===== src/rtl/bsc_pkg.sv =====
package bsc_pkg;

    localparam int MAX_PROCS_DEF  = 16;
    localparam int MAX_RES_DEF    = 16;
    localparam int VALUE_BITS_DEF = 16;

    localparam int CFG_BITS       = 5;
    localparam int S_DATA_BITS    = 24;
    localparam int S_USER_BITS    = 2;
    localparam int M_DATA_BITS    = 8;
    localparam int M_USER_BITS    = 1;

    localparam logic [CFG_BITS-1:0] PROC_COUNT_RST = 5'd5;
    localparam logic [CFG_BITS-1:0] RES_COUNT_RST  = 5'd3;

    typedef enum logic [1:0] {
        FUNC_LOAD_AVAIL = 2'd0,
        FUNC_LOAD_ALLOC = 2'd1,
        FUNC_LOAD_MAX   = 2'd2,
        FUNC_RUN        = 2'd3
    } func_t;

    typedef enum logic [0:0] {
        CFG_PROC_COUNT = 1'b0,
        CFG_RES_COUNT  = 1'b1
    } cfg_index_t;

    typedef enum logic [2:0] {
        S_IDLE,
        S_PROC,
        S_CHK_RD,
        S_CHK,
        S_EMIT,
        S_ADD_RD,
        S_ADD,
        S_FAIL
    } state_t;

endpackage


===== src/rtl/bsc_alu.sv =====
module bsc_alu #(
    parameter int VALUE_BITS = bsc_pkg::VALUE_BITS_DEF
) (
    input  logic [VALUE_BITS-1:0]   max_val,
    input  logic [VALUE_BITS-1:0]   alloc_val,
    input  logic [VALUE_BITS+3:0]   work_val,
    output logic                    fits,
    output logic [VALUE_BITS+3:0]   work_sum
);
    import bsc_pkg::*;

    localparam int WW = VALUE_BITS + 4;

    logic [VALUE_BITS-1:0] need;
    logic [WW:0]           sum_full;

    always_comb
    begin
        // need clamps at zero when allocation exceeds maximum
        need     = (max_val > alloc_val) ? (max_val - alloc_val) : '0;
        fits     = (WW'(need) <= work_val);
        sum_full = {1'b0, work_val} + (WW + 1)'(alloc_val);
        work_sum = sum_full[WW] ? {WW{1'b1}} : sum_full[WW-1:0];
    end

endmodule


===== config.mk =====
export PLATFORM = sky130hd
export DESIGN_NAME = bsc_alu
export DESIGN_NICKNAME = d
export VERILOG_FILES = /design/src/rtl/bsc_pkg.sv /design/src/rtl/bsc_alu.sv
export SDC_FILE = /design/constraint.sdc
export NUM_CORES = 1
export LEC_CHECK = 0
export BUFFER_PORTS_ARGS = -buffer_cell sky130_fd_sc_hd__buf_2
export CAP_MARGIN = 20
export CORE_ASPECT_RATIO = 0.6
export CORE_MARGIN = 5
export CORE_UTILIZATION = 35
export DETAILED_ROUTE_END_ITERATION = 6
export GPL_TIMING_DRIVEN = 1
export PLACE_DENSITY_LB_ADDON = 0.15
export SYNTH_ARGS = -nofsm -noshare
export SYNTH_HDL_FRONTEND = slang
export SYNTH_SLANG_ARGS = --single-unit

===== constraint.sdc =====
create_clock -name vclk -period 4.3
set_input_delay 0.43 -clock vclk [all_inputs]
set_output_delay 0.43 -clock vclk [all_outputs]
set_load 0.005 [all_outputs]

==> summary.md <==
The region available for standard cell placement spans 0.00665 sq mm. The number of distinct library cells after synthesis was 55. The worst hold path belongs to the class in -> out. The tools report the total of warnings raised by yosys as 0. The required time at the worst-slack endpoint was 3.87 ns. The die covers 0.00861 sq mm. The floorplan step set the die height to 73.9 um. The tools report the worst-case vdd ir drop as 0.0586 mV. The class of the most critical setup path was in -> out.

The final-report setup violation count was 0; the number of nets with antenna violations after routing was 0. The remaining routing DRC violations is 0, and the number of inserted diodes is 0. In the post-route analysis, the smallest setup slack over all paths is 0.239 ns.

For this design, the CTS-stage hold fixing added 0 buffers. Area share of the leading cell type in the synthesized netlist: 25.2%. Wires add up to 7380 um. The post-synthesis instance area is 0.00238 sq mm, and the total count of max-transition violations in the final report is 0. The number of fill cells is 719. Yosys attributes the largest share of cell area to sky130_fd_sc_hd__ha_1 25%, sky130_fd_sc_hd__a21o_1 7.9%, sky130_fd_sc_hd__inv_1 6.8%, sky130_fd_sc_hd__a21oi_1 6.7%, sky130_fd_sc_hd__nand2_1 5.7%. The worst setup path is captured at a primary output.

Relative to the synthesized area, the layout overhead comes to 20.6%. The share of total power dissipated in combinational logic is 100.0%. The slew at the pin with the worst max-slew slack is 0.566 ns.

STA puts the critical path data arrival time at 3.63 ns. Summed over all instances, the cell type with the most area after synthesis is sky130_fd_sc_hd__ha_1. The HPWL after detailed placement is 6390 um.

Derived from the worst setup path, the maximum achievable clock frequency is 246 MHz. The first TritonRoute pass finished after 4 iterations. Counting instances in the post-synthesis netlist gives the leading cell types as 48 x sky130_fd_sc_hd__ha_1, 43 x sky130_fd_sc_hd__inv_1, 36 x sky130_fd_sc_hd__nand2_1. The die is 117 um wide.

Global-route usage over all layers: 16.6%. The overflow left after global routing was 0. The floorplan has 23 rows.

In this run the tool buffered the top-level ports with 73 buffer cells. Headroom to the max-slew limit came out at 61.3%. Internal power comes to 0.000192 W. The final weighted congestion of routability-driven global placement was 0.852; the areal power density over the cells was 150 mW/mm^2. In the final layout, the share of cells above drive strength 1 is 23.0%. The tools report the final count of hold timing violations as 0. The tools report the net switching power figure as 0.000240 W.

Summing the sequential cell areas from Yosys gives 0% of the chip area. After the first detailed-routing iteration, the DRC count stood at 124. The tool flagged a number of max-cap violations equal to 0.

For the initial antenna violation count, the log shows 0. Type of element launching the critical path: a primary input. The run gives 35.8% as the effective utilization at floorplan. Dividing the detail-routed via count by the number of cells gives 5.26.

The number of nets in the synthesized netlist is 450. The design has 0 sequential cells. The routed via count came out at 2657. For this design the top-level I/O count stands at 73. The part of the power in registers came out at 0%. The worst path needs 4.06 ns of the cycle, external delays included. The flow ran to the end, and the final reports show no timing, DRC or antenna violations. The first global-routing pass estimated 11800 um of wire.

The mean area per synthesized cell works out to 6.85 sq um. In this run the static leakage power is 1.60 nW. The post-placement setup slack was 0.142 ns.

The sum of negative setup slack is 0 ns. The worst path uses 94.4% of the clock period. Setup repair after global routing left no endpoint under its margin. Entering global routing, the biggest net connects 13 pins. In this run, the clock network consumes 0% of the power.

The cell with the most instances after synthesis was sky130_fd_sc_hd__ha_1. In this run switching power makes up 55.6% of total power. The layout has 0 clock buffers.

The final layout contains 522 nets. The post-detailed-route wirelength per cell was 14.6 um; the synthesized instance count was 348. Across the whole layout, storage elements account for 0 sq um.

The maximum fanout encountered on the critical timing path is 6, and the number of global-route vias before repair is 2497.
area by class of cell:
type	instances	area, sq um	share of cell area (%)
tap	87	109	3.79
multi-input combinational	300	2220	77.4
timing repair buffer	75	380	13.2
inverter	43	161	5.62
power by group through the flow:
stage          registers [W]  clock network [W]  logic [W]
2_1_floorplan              0                  0   0.000291
3_3_place_gp               0                  0   0.000415
3_5_place_dp               0                  0   0.000416
4_1_cts                    0                  0   0.000420
5_1_grt                    0                  0   0.000488
6_report                   0                  0   0.000431
final timing paths:
path | start | end | slack, ns | cells after the start
max | alloc_val[0] | fits | 0.24 | 16
min | work_val[16] | work_sum[16] | 1.18 | 3
per-stage QoR:
stage	utilization (%)	hold WS, ns	total power [W]	area (sq um)	std cells
after global placement	42.6	1.19	0.000415	2830	503
after detailed placement	42.6	1.18	0.000416	2830	503
after CTS	42.6	1.18	0.000420	2830	503
final	43.2	1.18	0.000431	2870	505
after floorplan	-	0.923	0.000291	2380	348
after global routing	43.2	1.21	0.000488	2870	505
routing by layer:
layer | track usage [%] | wire length [um] | vias up
met3 | 0.988 | 355 | 2
met4 | 0.386 | 8 | 0
li1 | - | - | 1413
met5 | 0 | 0 | -
met1 | 26.4 | 4060 | 1183
met2 | 25.5 | 2950 | 59
cell families (layout without fill, tap and decap cells):
| logic type | Yosys count | after routing | share of synthesized area (%) |
|---|---|---|---|
| compound gates | 118 | 119 | 34.2 |
| simple gates | 113 | 113 | 23.6 |
| fa+ha+maj | 50 | 50 | 26.9 |
| buf+inv | 49 | 118 | 8.25 |
| xor+xnor | 13 | 13 | 4.78 |
| mux | 5 | 5 | 2.26 |
critical path: stages:
cell	delay, ns
sky130_fd_sc_hd__buf_2	0.12
sky130_fd_sc_hd__ha_1	0.19
sky130_fd_sc_hd__inv_1	0.07
sky130_fd_sc_hd__fa_2	0.24
sky130_fd_sc_hd__a211oi_2	0.09
sky130_fd_sc_hd__o21a_1	0.23
sky130_fd_sc_hd__or3_4	0.39
sky130_fd_sc_hd__a21oi_4	0.22
sky130_fd_sc_hd__o211ai_2	0.21
sky130_fd_sc_hd__buf_4	0.21
sky130_fd_sc_hd__a2111oi_4	0.24
sky130_fd_sc_hd__ha_1	0.31
sky130_fd_sc_hd__a21oi_1	0.17
sky130_fd_sc_hd__o311ai_0	0.14
sky130_fd_sc_hd__o21ai_0	0.21
sky130_fd_sc_hd__buf_2	0.15
repair_timing:
item | in CTS | in global routing
setup endpoints to repair | 0 | 1
resized for setup | 0 | 4
hold endpoints to repair | 0 | 0
buffers inserted | 0 | 1
layout by cell type (no fill, tap or decap), types with 7 or more instances in the layout:
cell type / netlist / final
sky130_fd_sc_hd__buf_2: 1 / 73
sky130_fd_sc_hd__ha_1: 48 / 48
sky130_fd_sc_hd__inv_1: 43 / 43
sky130_fd_sc_hd__nand2_1: 36 / 36
sky130_fd_sc_hd__a21oi_1: 32 / 32
sky130_fd_sc_hd__a21o_1: 25 / 25
sky130_fd_sc_hd__nor2_1: 22 / 22
sky130_fd_sc_hd__o21ai_0: 20 / 20
sky130_fd_sc_hd__nor3_1: 12 / 11
sky130_fd_sc_hd__nand3_1: 7 / 7
sky130_fd_sc_hd__xnor2_1: 7 / 7
(Power assumes the default switching activity.)
